<file path="config.mk">
export PLATFORM = sky130hd
export DESIGN_NAME = sym3_out
export DESIGN_NICKNAME = d
export VERILOG_FILES = /design/src/hw/rtl/symmetric_3x3_inverse_defines.svh /design/src/hw/rtl/sym3_pkg.sv /design/src/hw/rtl/sym3_out.sv
export SDC_FILE = /design/constraint.sdc
export NUM_CORES = 1
export LEC_CHECK = 0
export ABC_AREA = 1
export BUFFER_PORTS_ARGS = -buffer_cell sky130_fd_sc_hd__buf_2
export CAP_MARGIN = 5
export CORE_AREA = 2 2 355 357
export CTS_BUF_LIST = sky130_fd_sc_hd__clkbuf_8
export DETAILED_ROUTE_END_ITERATION = 6
export DIE_AREA = 0 0 357 359
export PLACE_DENSITY = 0.39
export SKIP_CTS_REPAIR_TIMING = 1
export SYNTH_ARGS = -nofsm -noshare
export SYNTH_HDL_FRONTEND = slang
export SYNTH_SLANG_ARGS = --single-unit
</file>
<file path="constraint.sdc">
create_clock -name clock -period 6.25 [get_ports clock]
set_input_delay 0.3125 -clock clock [delete_from_list [all_inputs] [get_ports clock]]
set_output_delay 0.3125 -clock clock [all_outputs]
set_load 0.005 [all_outputs]
</file>
<file path="src/hw/rtl/symmetric_3x3_inverse_defines.svh">
// Assertion macros for the symmetric 3x3 inverse.
`ifndef SYMMETRIC_3X3_INVERSE_DEFINES_SVH
`define SYMMETRIC_3X3_INVERSE_DEFINES_SVH

// same-cycle implication
`define SYM3_ASSERT_NOW(label, clk, rst, ante, cons) \
   label: assert property (@(posedge clk) disable iff (rst) (ante) |-> (cons)) \
      else $error("sym3 check failed");

// next-cycle implication, no reset qualifier
`define SYM3_ASSERT_NEXT(label, clk, ante, cons) \
   label: assert property (@(posedge clk) (ante) |=> (cons)) \
      else $error("sym3 check failed");

`endif

</file>
<file path="src/hw/rtl/sym3_pkg.sv">
package sym3_pkg;

   localparam int InW      = 18;
   localparam int ProdW    = 2 * InW;
   localparam int CofW     = ProdW + 1;
   localparam int DetProdW = InW + CofW;
   localparam int DetW     = 56;
   localparam int MagW     = DetW - 1;
   localparam int QuoW     = 32;
   localparam int NumCof   = 6;
   localparam int NumProd  = 12;
   localparam int DivSteps = QuoW;

   typedef struct packed {
      logic signed [InW-1:0] m_xx;
      logic signed [InW-1:0] m_xy;
      logic signed [InW-1:0] m_xz;
      logic signed [InW-1:0] m_yy;
      logic signed [InW-1:0] m_yz;
      logic signed [InW-1:0] m_zz;
   } mat_type;

   typedef struct packed {
      logic [NumProd-1:0][ProdW-1:0] p;
      logic signed [InW-1:0]         xx;
      logic signed [InW-1:0]         xy;
      logic signed [InW-1:0]         xz;
   } prod_type;

   // c order: xx, xy, xz, yy, yz, zz
   typedef struct packed {
      logic [NumCof-1:0][CofW-1:0] c;
      logic signed [InW-1:0]       xx;
      logic signed [InW-1:0]       xy;
      logic signed [InW-1:0]       xz;
   } cof_type;

   typedef struct packed {
      logic [NumCof-1:0][CofW-1:0] c;
      logic [2:0][DetProdW-1:0]    dp;
   } detp_type;

   typedef struct packed {
      logic [NumCof-1:0][CofW-1:0] c;
      logic [DetW-1:0]             det;
   } dets_type;

   typedef struct packed {
      logic [MagW-1:0] r;
      logic [QuoW-1:0] q;
      logic            ovf;
      logic            neg;
   } div_lane_type;

   typedef struct packed {
      div_lane_type [NumCof-1:0] lane;
      logic [MagW-1:0]           d;
      logic [DetW-1:0]           det;
      logic                      singular;
   } div_item_type;

   typedef struct packed {
      logic [NumCof-1:0][QuoW-1:0] inv;
      logic [DetW-1:0]             det;
      logic                        singular;
      logic                        saturated;
   } res_type;

endpackage

</file>
<file path="src/hw/rtl/sym3_out.sv">
module sym3_out (
   input  logic                   clock,
   input  logic                   reset,
   input  logic                   in_valid,
   output logic                   in_ready,
   input  sym3_pkg::div_item_type in_data,
   output logic                   out_valid,
   input  logic                   out_ready,
   output sym3_pkg::res_type      out_data
);

   localparam logic [sym3_pkg::QuoW-1:0] PosLimit = {1'b0, {(sym3_pkg::QuoW-1){1'b1}}};
   localparam logic [sym3_pkg::QuoW-1:0] NegLimit = {1'b1, {(sym3_pkg::QuoW-1){1'b0}}};

   logic              v_ff, en;
   sym3_pkg::res_type res_ff, res_in;

   assign en        = !v_ff || out_ready;
   assign in_ready  = en;
   assign out_valid = v_ff;
   assign out_data  = res_ff;

   always_comb begin
      logic sat;
      logic clip;
      sat = 1'b0;
      for (int k = 0; k < sym3_pkg::NumCof; k++) begin
         if (in_data.lane[k].neg) begin
            clip = in_data.lane[k].ovf || (in_data.lane[k].q > NegLimit);
            res_in.inv[k] = clip ? NegLimit : (~in_data.lane[k].q + 1'b1);
         end else begin
            clip = in_data.lane[k].ovf || (in_data.lane[k].q > PosLimit);
            res_in.inv[k] = clip ? PosLimit : in_data.lane[k].q;
         end
         sat = sat | clip;
         if (in_data.singular) res_in.inv[k] = '0;
      end
      res_in.det       = in_data.det;
      res_in.singular  = in_data.singular;
      res_in.saturated = sat && !in_data.singular;
   end

   always_ff @(posedge clock) begin
      if (reset) begin
         v_ff <= 1'b0;
      end else if (en) begin
         v_ff <= in_valid;
      end
   end

   always_ff @(posedge clock) begin
      if (en) res_ff <= res_in;
   end

endmodule
</file>
* After elaboration in Yosys (flattened, before gate mapping)
Index checks and enable logic that the tools add are counted.
Word-level totals: bits in registers 251, latch bits 0, RAM bits 0, ROM bits 0, input port bits 650, output and inout port bits 252, logic and storage cells 79, memories 0
Operators by class: add/subtract/negate cells 6, multiply operators 0, divide/modulo/power cells 0, order comparisons 12, equal/unequal tests 0, shifts and indexed selects 0, mux-type cells 24, bitwise gates (word level) 11, reduce and logical (&&, ||, !) cells 16
Operators by type and width (count):
- 32-bit 2-to-1 mux | 18
- 32-bit by 1-bit adder with 32-bit output, second input constant | 6
- 32-bit by 31-bit > comparator with 1-bit output, second input constant | 6
- 32-bit > comparator, second input constant | 6
- 32-bit NOT | 6
- 1-bit logical OR | 13
- 1-bit 2-to-1 mux | 6
- 1-bit OR | 5
- 1-bit logical NOT | 2
- 1-bit logical AND | 1

* Longest topological paths before layout
depth after elaboration 9, depth in mapped cells 13

* Least setup slack after synthesis
OpenSTA, ideal clock, no wires.
kind register to register, start reg v_ff, in the netlist out_valid, end reg res_ff, in the netlist out_data[0], enable pin, setup time 1.936 ns, arrival time 4.406 ns, path slack -0.092 ns, stages on the path, launching flop included 2, buffers on the path 0, cell sequence dfxtp_1 -> nand2_1
Between the ends: longest elaborated chain between the ends 2
Ends and longest elaborated chain:
- from (decl) | RTL line sym3_out.sv:15 | logic v_ff, en;
- from (signal assigned) | RTL line sym3_out.sv:47 | v_ff <= in_valid;
- 1-bit logical NOT | RTL line sym3_out.sv:18 | assign en = !v_ff || out_ready;
- 1-bit logical OR | RTL line sym3_out.sv:18
- net in_ready | RTL line sym3_out.sv:5 | output logic in_ready,
- to (signal assigned) | RTL line sym3_out.sv:52 | if (en) res_ff <= res_in;
- to (decl) | RTL line sym3_out.sv:16 | sym3_pkg::res_type res_ff, res_in;
The timed path passes the listed nets, and every way through them passes these cells. A chain may end at the register's enable or synchronous reset.

* Final worst setup path
start in in_data[293] (netlist name), end reg res_ff, in the netlist out_data[124], data pin
Between the ends: longest elaborated chain between the ends 4, elaborated cells on any way between the ends 9
Ends and longest elaborated chain:
- from (decl) | RTL line sym3_out.sv:6 | input sym3_pkg::div_item_type in_data,
- 32-bit NOT, or another cell as far along | RTL line sym3_out.sv:30 | res_in.inv[k] = clip ? NegLimit : (~in_data.lane[k].q + 1'b1);
- 32-bit by 1-bit adder with 32-bit output, or another cell as far along | RTL line sym3_out.sv:30
- 32-bit 2-to-1 mux, on equally long branches | RTL line sym3_out.sv:30, sym3_out.sv:33
- 32-bit 2-to-1 mux * | RTL line sym3_out.sv:28 | if (in_data.lane[k].neg) begin
Mark *: on every way between the ends. The rest lies on a longest branch, timed or not.

==> flow_summary.ini <==
[yosys]
synth_compound_area_frac = 0.131
netlist_instances = 1917
synthXorXnorAreaFrac = 0.0745
syn_area_per_cell_um2 = 8.28
muxShareOfSynthArea = 0
yosysSeqAreaShare = 0.474
synth_top_family_by_area = simple AND/OR/NAND/NOR gates
ys.warnings.count = 0
synthFlopType = edfxtp_1
yosys.area_share.adder = 0.00473
synth_nets = 2573
async_reset_ff_frac = 0
synth_area_um2 = 15900
synth_seq_cells = 251
yosys.area_share.simple = 0.250
ys_types = 38
synth_edf_count = 250

[setup_path]
path_cells = dlygate4sd3_1 > buf_2 > inv_1 > ha_1 > buf_4 > nand3_1 > inv_1 > nand2_1 > nor2_1 > nand4_1 > nand2_1 > buf_4 > nand3_1 > a21oi_1
cpLargestDelayFamily = simple AND/OR/NAND/NOR gates
criticalPathCategory = input pin to flip-flop
reg2reg_from = out_valid
cp_max_fo = 25
reg2reg_to = out_data[132]
crit_start = in_data[293]
crit_slowest_cell = nand2_1
cpPeakStageDelay_ps = 710
endpoint_kind = flip-flop
worstPathArrival_ps = 3980
required_ps = 6810
reg2reg_depth = 2
worst-path-stages = 14
worst-path-buf-inv = 6
r2r_setup_slack_ps = 4030
cp-start-kind = input pin
endpoint = out_data[124]

[timing]
setup_ws_ps = 2820
rsz0062_at_grt = no
setup_tns_ps = 0
finalCriticalPeriod_ps = 3430
fmax_mhz = 292
period_share = 0.548
worstMarginPinSlew_ps = 1160
final_max_slew_viol_count = 0
hold_viol_final = 0
setup_violations = 0
slew_headroom = 0.222
final.setup_skew_ps = 47.6
hold_slack_ps = 27.5

[cts]
cts_tree = done
clock-sinks = 251
htree_levels = 2
numCtsBuffers = 55
cts_root_buf = clkbuf_8
clk_path_buf_depth = 3
clk_pin_slew_ps = 60
clk_latency_ps = 720

[detailed_routing]
vias = 16100
drtPass1Iterations = 5
post-route-drc-count = 0
antenna_left = 0
avgViaCountPerCell = 3.85
first_iter_violations = 1042
wl_met2_um = 34300
highest_layer = met5
met1Wirelength_um = 38700
wl_met3_um = 8340
wl_per_cell_um = 19.9
routed_wl_um = 83300

[floorplan]
die_area_um2 = 128000
die_h_um = 359
initial_core_util = 0.127
fp-row-count = 130
ios = 902
core_area_um2 = 125000
die_x_um = 357

[grt]
grt_max_degree = 122
grt_pass1_wl_um = 116000
grt_usage = 0.126
grt_overflow_total = 0
grt_pass1_vias = 15800
antenna_found_initial = 21

[finish]
fillCellCount = 14300
drive_gt1_frac = 0.270
multiInputGateArea_um2 = 7320
regArea_um2 = 7530
final_common_cell = buf_2
fin_nets = 3132
final_cell_mix = buf_2, nor2_1, nand2_1, edfxtp_1, nand3_1
syn_to_final_growth_pct = 39.4

[run]
drv_cap = 0

[placed_design]
hpwl_um = 65100
port_buffers = 516
gp_congestion = 0.835
pre_cts_ws_ps = 2820

[worst_hold_path]
hp-class = input pin to flip-flop
hold_path_depth = 3

[status]
outcome = finished clean

[power_and_ir_drop]
p_per_area_nw_per_um2 = 230
peakVddDrop_v = 0.000166
cellLeakagePower_nw = 8.72
==> where the power goes <==
part	switching [mW]	total [mW]	internal (mW)	leakage (nW)
clock	0.910	2.18	1.27	0.681
sequential	0.0500	2.06	2.01	2.75
combinational	0.549	0.837	0.288	5.29
==> final cells by class <==
| cell class | instances | area share |
|---|---|---|
| sequential | 251 | 0.340 |
| multi-input combinational | 1417 | 0.331 |
| timing repair buffer | 593 | 0.151 |
| tap | 1650 | 0.0933 |
| clock buffer | 57 | 0.0355 |
| inverter | 158 | 0.0268 |
| clock inverter | 45 | 0.0213 |
| antenna | 4 | 0.000453 |
==> cell families (layout without fill, tap and decap cells) <==
group                    after synthesis  count (layout)
AND/OR/NAND/NOR                      878             878
AO/OA/AOI/OAI                        398             398
flip-flops                           251             251
buffers and inverters                249             853
XOR/XNOR                             135             135
adder cells (fa/ha/maj)                6               6
other                                  0               4
==> flip-flops by register name, indices dropped and copies added, names as in the netlist <==
| register | count |
|---|---|
| out_data | 250 |
| out_valid | 1 |
==> how the worst min path moves through the flow <==
stage	from	to	slack, ps
6_report	in_data[386]	out_data[159]	30
5_1_grt	in_data[395]	out_data[168]	3
4_1_cts	in_data[21]	out_data[22]	-360
3_5_place_dp	reset	out_valid	480
3_3_place_gp	reset	out_valid	470
2_1_floorplan	reset	out_valid	380
==> through the flow <==
step / power (mW) / instance area (um^2) / utilization / cells
floorplan: 2.42 / 15900 / - / 1917
global placement: 2.91 / 20200 / 0.162 / 4002
detailed placement: 2.91 / 20200 / 0.162 / 4002
CTS: 5.18 / 21400 / 0.172 / 4104
global route: 5.36 / 22100 / 0.177 / 4172
finish: 5.08 / 22100 / 0.178 / 4175
==> cells in the mapped netlist (2+ instances only) <==
master / n / area share
inv_2: 2 / 0.00047
or2_2: 9 / 0.0035
o21bai_1: 5 / 0.0024
edfxtp_1: 250 / 0.47
clkbuf_1: 61 / 0.014
nor3_1: 18 / 0.0057
a21oi_1: 174 / 0.055
o21ai_2: 3 / 0.0017
nand2_1: 251 / 0.059
buf_6: 8 / 0.0057
buf_1: 9 / 0.0021
nand3_2: 13 / 0.0082
nor2_1: 277 / 0.066
nand4_1: 37 / 0.015
nand3b_1: 3 / 0.0014
nand3_1: 235 / 0.074
nand2_2: 7 / 0.0028
o211ai_1: 2 / 0.00095
nor3b_1: 2 / 0.00095
nor2_2: 14 / 0.0055
o21ai_0: 197 / 0.062
xor2_1: 109 / 0.060
buf_2: 6 / 0.0019
inv_1: 155 / 0.037
xnor2_1: 26 / 0.014
buf_4: 6 / 0.0028
a21oi_2: 14 / 0.0077
ha_1: 6 / 0.0047
nor2_4: 9 / 0.0064
==> layer usage <==
layer,track usage,vias up
met4,0.0292,24
li1,-,7716
met5,0,-
met3,0.0532,119
met2,0.183,551
met1,0.170,7664
==> tightest hold or removal path, stage by stage <==
cell and delay, ps:
buf_2 100, o21ai_0 80, a21oi_1 140
No activity file was read; power rests on OpenSTA's default activity.
