File: src/hw/rtl/symmetric_3x3_inverse_defines.svh
// Assertion macros for the symmetric 3x3 inverse.
`ifndef SYMMETRIC_3X3_INVERSE_DEFINES_SVH
`define SYMMETRIC_3X3_INVERSE_DEFINES_SVH

// same-cycle implication
`define SYM3_ASSERT_NOW(label, clk, rst, ante, cons) \
   label: assert property (@(posedge clk) disable iff (rst) (ante) |-> (cons)) \
      else $error("sym3 check failed");

// next-cycle implication, no reset qualifier
`define SYM3_ASSERT_NEXT(label, clk, ante, cons) \
   label: assert property (@(posedge clk) (ante) |=> (cons)) \
      else $error("sym3 check failed");

`endif

File: src/hw/rtl/sym3_pkg.sv
package sym3_pkg;

   localparam int InW      = 18;
   localparam int ProdW    = 2 * InW;
   localparam int CofW     = ProdW + 1;
   localparam int DetProdW = InW + CofW;
   localparam int DetW     = 56;
   localparam int MagW     = DetW - 1;
   localparam int QuoW     = 32;
   localparam int NumCof   = 6;
   localparam int NumProd  = 12;
   localparam int DivSteps = QuoW;

   typedef struct packed {
      logic signed [InW-1:0] m_xx;
      logic signed [InW-1:0] m_xy;
      logic signed [InW-1:0] m_xz;
      logic signed [InW-1:0] m_yy;
      logic signed [InW-1:0] m_yz;
      logic signed [InW-1:0] m_zz;
   } mat_type;

   typedef struct packed {
      logic [NumProd-1:0][ProdW-1:0] p;
      logic signed [InW-1:0]         xx;
      logic signed [InW-1:0]         xy;
      logic signed [InW-1:0]         xz;
   } prod_type;

   // c order: xx, xy, xz, yy, yz, zz
   typedef struct packed {
      logic [NumCof-1:0][CofW-1:0] c;
      logic signed [InW-1:0]       xx;
      logic signed [InW-1:0]       xy;
      logic signed [InW-1:0]       xz;
   } cof_type;

   typedef struct packed {
      logic [NumCof-1:0][CofW-1:0] c;
      logic [2:0][DetProdW-1:0]    dp;
   } detp_type;

   typedef struct packed {
      logic [NumCof-1:0][CofW-1:0] c;
      logic [DetW-1:0]             det;
   } dets_type;

   typedef struct packed {
      logic [MagW-1:0] r;
      logic [QuoW-1:0] q;
      logic            ovf;
      logic            neg;
   } div_lane_type;

   typedef struct packed {
      div_lane_type [NumCof-1:0] lane;
      logic [MagW-1:0]           d;
      logic [DetW-1:0]           det;
      logic                      singular;
   } div_item_type;

   typedef struct packed {
      logic [NumCof-1:0][QuoW-1:0] inv;
      logic [DetW-1:0]             det;
      logic                        singular;
      logic                        saturated;
   } res_type;

endpackage

File: src/hw/rtl/sym3_div_step.sv
module sym3_div_step (
   input  logic                   clock,
   input  logic                   reset,
   input  logic                   in_valid,
   output logic                   in_ready,
   input  sym3_pkg::div_item_type in_data,
   output logic                   out_valid,
   input  logic                   out_ready,
   output sym3_pkg::div_item_type out_data
);

   logic                   v_ff, en;
   sym3_pkg::div_item_type item_ff, item_in;

   assign en        = !v_ff || out_ready;
   assign in_ready  = en;
   assign out_valid = v_ff;
   assign out_data  = item_ff;

   // one restoring quotient bit per lane
   always_comb begin
      logic [sym3_pkg::MagW:0] r2;
      item_in = in_data;
      for (int k = 0; k < sym3_pkg::NumCof; k++) begin
         r2 = {in_data.lane[k].r, 1'b0};
         if (r2 >= {1'b0, in_data.d}) begin
            r2 = r2 - {1'b0, in_data.d};
            item_in.lane[k].q = {in_data.lane[k].q[sym3_pkg::QuoW-2:0], 1'b1};
         end else begin
            item_in.lane[k].q = {in_data.lane[k].q[sym3_pkg::QuoW-2:0], 1'b0};
         end
         item_in.lane[k].r = r2[sym3_pkg::MagW-1:0];
      end
   end

   always_ff @(posedge clock) begin
      if (reset) begin
         v_ff <= 1'b0;
      end else if (en) begin
         v_ff <= in_valid;
      end
   end

   always_ff @(posedge clock) begin
      if (en) item_ff <= item_in;
   end

endmodule

File: config.mk
export PLATFORM = sky130hd
export DESIGN_NAME = sym3_div_step
export DESIGN_NICKNAME = d
export VERILOG_FILES = /design/src/hw/rtl/symmetric_3x3_inverse_defines.svh /design/src/hw/rtl/sym3_pkg.sv /design/src/hw/rtl/sym3_div_step.sv
export SDC_FILE = /design/constraint.sdc
export NUM_CORES = 1
export LEC_CHECK = 0
export ABC_AREA = 1
export ABC_CLOCK_PERIOD_IN_PS = 59500
export BUFFER_PORTS_ARGS = -buffer_cell sky130_fd_sc_hd__buf_2
export CELL_PAD_IN_SITES_DETAIL_PLACEMENT = 1
export CELL_PAD_IN_SITES_GLOBAL_PLACEMENT = 2
export CORE_AREA = 2 2 511 513
export DETAILED_ROUTE_END_ITERATION = 8
export DIE_AREA = 0 0 513 515
export PLACE_DENSITY = 0.69
export REMOVE_ABC_BUFFERS = 1
export SETUP_SLACK_MARGIN = 0.4
export SYNTH_ARGS = -nofsm -noshare
export SYNTH_HDL_FRONTEND = slang
export SYNTH_SLANG_ARGS = --single-unit
File: constraint.sdc
create_clock -name clock -period 59.5 [get_ports clock]
set_input_delay 11.9 -clock clock [delete_from_list [all_inputs] [get_ports clock]]
set_output_delay 11.9 -clock clock [all_outputs]
set_load 0.03 [all_outputs]
## Yosys cells after proc, flatten, opt, wreduce, memory -nomap -nowiden

Cells that the tools add are included.

| storage, ports and cells | value |
|---|---|
| bits in registers | 647 |
| input port bits | 650 |
| output and inout port bits | 648 |
| word-level logic and storage cells | 60 |

| cells by class | value |
|---|---|
| add/subtract/negate cells | 6 |
| order comparisons | 6 |
| multiplexer cells | 12 |
| reductions and logical operators | 2 |

Operators by type and width:

| cell | count |
|---|---|
| $ge A56 B55 Y1 | 6 |
| $mux W55 | 6 |
| $sub A55 B55 Y55 | 6 |
| $mux W1 | 6 |
| $logic_not A1 Y1 | 1 |
| $logic_or A1 B1 Y1 | 1 |

## Depth between registers and ports, before layout

Gate-level depths: netlist (run 1).

| depth | value |
|---|---|
| depth after elaboration | 2 |
| gate-level depth with buffers | 16 |
| depth with buffers taken out | 15 |

## Least setup slack after synthesis (run 1)

No wires, ideal clock.

| timing | value |
|---|---|
| path kind | input to output |
| start point | in out_ready |
| end point | out in_ready |
| arrival time | 25695 ps |
| data required time | 47600 ps |
| path slack | 21905 ps |
| cell stages on the path | 2 |
| path buffers | 0 |
| cells stage by stage | inv_1 -> nand2_1 |

| between the ends | value |
|---|---|
| word-level cells in the longest chain between the ends | 1 |

RTL lines:

| what | line | source |
|---|---|---|
| start, declared | sym3_div_step.sv:8 | `input logic out_ready,` |
| $logic_or A1 B1 Y1 | sym3_div_step.sv:15 | `assign en = !v_ff \|\| out_ready;` |
| end, declared | sym3_div_step.sv:5 | `output logic in_ready,` |

No other way between the ends.

## Worst setup path in the final report (run 1)

Same ends and word-level chain as after synthesis.

==> impl_metrics.ini, run 1 <==
[setup_path]
slowest_stage = nand2_4
cp_cell_sequence = buf_2 -> inv_1 -> nand2_4 -> buf_2
r2r_end = out_data[449]
cp.required_ns = 47.60
reg2reg_depth = 5
r2r_start = out_valid
worst_setup_path_start_kind = input port
r2r_setup_slack_ns = 55.47
worstPathMaxFanout = 4
critPathMaxStageDelay_ns = 0.33
worst-setup-path-type = input port to output port
cp_common_cell = buf_2
critPathArrivalTime_ns = 12.69
end_kind = output port

[yosys]
syn_area_um2 = 54400
ys_warn_count = 0
avgSynthCellArea_um2 = 6.53
ys_ff_latch = 647
synth-async-reset-ratio_pct = 0
seq_area_frac_synth_pct = 35.7
synth.distinct_cells = 34
synth_area_leaders = edfxtp_1 36%, nand2_1 24%, inv_1 13%, ha_1 7.6%, nor2_1 4.0%
synth_edf_count = 646
synth_top_area_share_pct = 35.6
yosysTopAreaCell = edfxtp_1
synth-main-ff-cell = edfxtp_1
synth_cells = 8337

[placed_design]
io_buffer_count = 1291
place_worst_setup_slack_ns = 34.85
hpwl_um = 306000
place_congestion = 0.918

[finish]
syn_to_final_growth_pct = 25.5
final_layout_size_suffix_gt1_share_pct = 15.9
final_nets = 10700

[timing]
final.period_utilization_pct = 41.3
finalHoldViolations = 0
postLayoutSetupSlackWorst_ns = 34.91
rsz0062_at_grt = false
tightest_slew_ns = 1.16
fmax_ghz = 0.0407
slew_headroom_pct = 22.8
skew_ns = 0.0609
tns_ns = 0
drv_slew = 0
min_period_ns = 24.59
finalSetupViolCount = 0

[clocking]
cts_inserted_buffers = 87
clk_pin_slew_ns = 0.06
clk_latency_ns = 0.77
post_cts_resized = 0
cts_root_buffer = clkbuf_16
htreeDepth = 3
postCtsSetupBuffers = 0
cts_buffer_depth = 3
holdBufCountCts = 0
cts_tree = yes
clkSinkCount = 647

[grt]
overflow = 0
grt_pass1_vias = 60200
grtUsageTotal_pct = 26.5
grt_max_degree = 162
antenna_found_initial = 125
grt_pass1_wl_um = 485000

[flow_run]
drv_cap = 0

[detailed_routing]
firstDrtPassIters = 5
wirelength_um = 362000
viasPerCell = 4.49
drc = 0
via_count = 59400
ant_nets = 0
wl_per_cell_um = 27.3
drt_iter0_drc = 3978

[hold_path]
hold_path.class = flip-flop to flip-flop
hold_path_depth = 2
hp-start = out_valid
worstHoldEndpoint = out_data[236]

[pwr]
peakVddDrop_mv = 0.0206
power.leakage_nw = 38.1
power.density_nw_per_um2 = 26.9

[die]
core_um2 = 259000
die_h_um = 515
rows = 187
start_util_pct = 21.0
die_area_um2 = 264000
die_x_um = 513
io_pins = 1298

[outcome]
outcome = completed
==> Yosys cell counts, types with 8 or more instances <==
cell	count
a21oi_1	178
and2_1	31
buf_2	43
buf_4	36
buf_6	8
clkbuf_1	9
edfxtp_1	646
ha_1	330
inv_1	1886
nand2_1	3458
nand3_1	404
nand3b_1	73
nand4_1	205
nor2_1	586
nor2_2	13
nor3_1	58
o21ai_0	17
o21ai_1	126
xor2_1	173
==> cell families after synthesis <==
family / after synthesis / synth area share [%]
AND/OR/NAND/NOR: 4852 / 36.3
buffers and inverters: 1992 / 14.2
flip-flops: 647 / 35.7
AO/OA/AOI/OAI: 337 / 3.17
adder cells (fa/ha/maj): 336 / 7.81
XOR/XNOR: 173 / 2.78
==> critical path: cells and delay by family <==
| family | cells | cell delay [ns] |
|---|---|---|
| buffers and inverters | 3 | 0.41 |
| and+or+nand+nor | 1 | 0.33 |
==> flip-flops by register name, indices dropped and copies added, names as in the netlist <==
register,flops
out_data,646
out_valid,1
==> worst max-delay path by stage <==
stage                     cells past startpoint        to  startpoint  slack (ns)
after global routing                          4  in_ready   out_ready       34.86
after floorplan                               2  in_ready   out_ready       21.91
final                                         4  in_ready   out_ready       34.91
after detailed placement                      4  in_ready   out_ready       34.85
after global placement                        4  in_ready   out_ready       34.85
after CTS                                     4  in_ready   out_ready       34.85
==> power breakdown <==
part / switching [W] / internal [W]
logic: 0.000505 / 0.000171
registers: 0.0000315 / 0.000578
clock network: 0.000240 / 0.000309
total: 0.000776 / 0.00106
==> final cells by class <==
class	instances	area, um2
Sequential cell	647	19400
Fill cell	32800	190000
Antenna cell	68	170
Inverter	1893	7110
Tap cell	3402	4260
Clock inverter	51	632
Clock buffer	102	2250
Timing Repair Buffer	1375	7120
Multi-Input combinational cell	5698	27300
==> per-stage QoR <==
step / utilization (%) / cell area, um2 / total power [W] / hold slack, ns / cells
after global placement: 25.2 / 65200 / 0.00129 / 1.30 / 13000
final: 26.4 / 68300 / 0.00183 / 1.29 / 13200
after detailed placement: 25.2 / 65200 / 0.00130 / 1.30 / 13000
after global routing: 26.4 / 68200 / 0.00192 / 1.37 / 13200
after floorplan: - / 53800 / 0.00100 / 11.97 / 8238
after CTS: 26.3 / 68100 / 0.00186 / 1.32 / 13200
==> placed cells by master, fill, tap and decap left out, types with 82 or more instances in the layout <==
cell type,count
nand2_1,3456
inv_1,1876
buf_2,1291
edfxtp_1,646
nor2_1,586
nand3_1,404
ha_1,330
nand4_1,205
a21oi_1,175
xor2_1,173
o21ai_1,126
clkbuf_16,88
buf_4,82
==> metal layers <==
layer	vias to the layer above	global-route usage (%)	wire [um]
met5	-	0	356
met4	58	17.0	24200
met3	497	4.11	16700
met2	1755	44.8	173000
met1	28700	31.3	148000
li1	28300	-	-
(Power assumes the default switching activity.)
==> run 2: changes to the inputs <==
--- a/config.mk
+++ b/config.mk
@@ -5,15 +5,15 @@
 export SDC_FILE = /design/constraint.sdc
 export NUM_CORES = 1
 export LEC_CHECK = 0
-export ABC_AREA = 1
-export ABC_CLOCK_PERIOD_IN_PS = 59500
+export ABC_AREA = 0
+export ABC_CLOCK_PERIOD_IN_PS = 23300
 export BUFFER_PORTS_ARGS = -buffer_cell sky130_fd_sc_hd__buf_2
 export CELL_PAD_IN_SITES_DETAIL_PLACEMENT = 1
 export CELL_PAD_IN_SITES_GLOBAL_PLACEMENT = 2
-export CORE_AREA = 2 2 511 513
+export CORE_AREA = 2 2 506 508
 export DETAILED_ROUTE_END_ITERATION = 8
-export DIE_AREA = 0 0 513 515
-export PLACE_DENSITY = 0.69
+export DIE_AREA = 0 0 508 510
+export PLACE_DENSITY = 0.55
 export REMOVE_ABC_BUFFERS = 1
 export SETUP_SLACK_MARGIN = 0.4
 export SYNTH_ARGS = -nofsm -noshare
==> constraint.sdc (replaced) <==
create_clock -name clock -period 23.3 [get_ports clock]
set_input_delay 4.66 -clock clock [delete_from_list [all_inputs] [get_ports clock]]
set_output_delay 4.66 -clock clock [all_outputs]
set_load 0.03 [all_outputs]
==> run 2 against run 1 <==
  * Synthesized area is 23% lower
  * Cell count is 33% lower
  * Sequential cell count stayed put
  * Clock skew is 0.025 ns lower
  * Global-route usage is 6.5 points lower
==> impl_metrics.ini, run 2 <==
[clocking]
clk_pin_slew_ns = 0.06
clk_latency_ns = 0.77
htreeDepth = 3
cts_buffer_depth = 3
postCtsSetupBuffers = 0
post_cts_resized = 0
cts_root_buffer = clkbuf_16
cts_tree = yes
cts_inserted_buffers = 93
holdBufCountCts = 0
clkSinkCount = 647

[detailed_routing]
drc = 0
viasPerCell = 4.48
ant_nets = 0
firstDrtPassIters = 5
drt_iter0_drc = 2387
wirelength_um = 270000
wl_per_cell_um = 30.4
via_count = 39800

[yosys]
seq_area_frac_synth_pct = 46.1
synth_area_leaders = edfxtp_1 46%, ha_1 9.8%, a21oi_1 5.4%, xnor2_1 3.9%, a21o_1 3.8%
synth_common_cells = 646 x edfxtp_1, 452 x a21oi_1, 330 x ha_1, 297 x nand2_1, 289 x nor2_1
synth-main-ff-cell = edfxtp_1
syn_area_um2 = 42200
yosysMostFrequentCell = edfxtp_1
synth.distinct_cells = 83
synth-async-reset-ratio_pct = 0
yosysTopAreaCell = edfxtp_1
synth_edf_count = 646
ys_warn_count = 0
ys_ff_latch = 647
avgSynthCellArea_um2 = 10.3
synth_cells = 4087
synth_top_area_share_pct = 46.0

[setup_path]
critPathBufInv = 2
critPathMaxStageDelay_ns = 0.34
slowest_stage = nand2b_4
worst_setup_path_start_kind = input port
crit_family = buffers and inverters
worstPathMaxFanout = 7
end_kind = output port
cp_common_cell = buf_2
cp_cell_sequence = buf_2 -> nand2b_4 -> buf_2
worst-setup-path-type = input port to output port
cp.required_ns = 18.64
critPathArrivalTime_ns = 5.42

[grt]
antenna_found_initial = 149
grtUsageTotal_pct = 20.0
grt_pass1_wl_um = 357000
overflow = 0
grt_pass1_vias = 41700
grt_max_degree = 143

[timing]
postLayoutSetupSlackWorst_ns = 13.22
tightest_slew_ns = 1.08
final.period_utilization_pct = 43.3
finalSetupViolCount = 0
min_period_ns = 10.08
slew_headroom_pct = 27.8
finalHoldViolations = 0
drv_slew = 0
tns_ns = 0
fmax_ghz = 0.0992
worst_hold_slack_ns = 1.20
rsz0062_at_grt = false
skew_ns = 0.0359

[finish]
multi_input_area_um2 = 21500
final_nets = 6376
final_common_cell = buf_2
largest_register_ffs = 646
final_layout_size_suffix_gt1_share_pct = 30.0
seq_area_um2 = 19400
final_util_pct = 22.1
final.fill_count = 29500
syn_to_final_growth_pct = 32.9
layout_common_cells = 1,291 x buf_2, 646 x edfxtp_1, 452 x a21oi_1, 330 x ha_1, 297 x nand2_1

[die]
die_x_um = 508
rows = 185
start_util_pct = 16.6
core_um2 = 253000
die_h_um = 510
io_pins = 1298
die_area_um2 = 259000

[pwr]
p_clk_share_pct = 33.2
total_power_w = 0.00458
p_switching_w = 0.00178
combPwrFrac_pct = 32.7
power.leakage_nw = 24.0
peakVddDrop_mv = 0.0577
p_sw_share_pct = 38.8
power_frac_seq_pct = 34.1
power.density_nw_per_um2 = 81.7
p_int_w = 0.00280

[placed_design]
place_congestion = 0.874
place_worst_setup_slack_ns = 12.55
hpwl_um = 227000
io_buffer_count = 1291

[outcome]
outcome = completed

[flow_run]
drv_cap = 0

[hold_path]
hold_path.class = flip-flop to flip-flop
## run 2: changes by cell type in the layout (fill, tap and decap cells not counted), moves of 236 or more
cell and change:
nand2_1 -3159, inv_1 -1709, nand3_1 -323, nor2_1 -297
a21oi_1 +277, o21ai_0 +236
## run 2: cell type report
type	instances	share of cell area, %
multi-input combinational	3113	38.3
sequential	647	34.7
timing repair buffer	1366	12.6
tap	3366	7.52
clock buffer	106	4.24
clock inverter	69	1.42
inverter	169	1.13
antenna	40	0.179
## run 2: power by group through the flow
stage	registers, W	logic [W]	clock network (W)
CTS	0.00157	0.00152	0.00159
global placement	0.00159	0.00151	0
global route	0.00158	0.00160	0.00161
finish	0.00156	0.00150	0.00152
floorplan	0.00192	0.000573	0
detailed placement	0.00158	0.00151	0
## run 2: cell families after synthesis
logic type | after synthesis | synth area share [%]
AO/OA/AOI/OAI | 1336 | 19.9
flip-flops | 647 | 46.1
AND/OR/NAND/NOR | 1031 | 11.6
buffers and inverters | 327 | 3.12
XOR/XNOR | 284 | 5.90
adder cells (fa/ha/maj) | 336 | 10.1
multiplexers | 126 | 3.35
## run 2: final timing paths
kind | startpoint | endpoint | slack (ns) | cells past startpoint
setup / recovery | out_ready | in_ready | 13.22 | 3
hold / removal | out_valid | out_data[365] | 1.20 | 2
setup reg to reg | out_valid | out_data[80] | 20.10 | 4
hold reg to reg | out_valid | out_data[365] | 1.20 | 2
## run 2: tightest hold or removal path, cell delays in order (launching register included)
cell and delay [ns]:
dfxtp_1 0.37, nand2b_4 0.24, buf_4 0.36
## run 2: per-layer routing
layer / part of all wire, % / global-route usage [%]
met4: 4.4 / 8.53
met3: 5.5 / 4.17
met5: 0.19 / 0
met2: 54 / 38.2
met1: 36 / 21.1
## run 2: stage by stage
stage / std cells / area [um2]
after floorplan: 3929 / 41500
after global placement: 8661 / 52800
after detailed placement: 8661 / 52800
after CTS: 8836 / 55900
after global routing: 8857 / 56000
final: 8876 / 56000
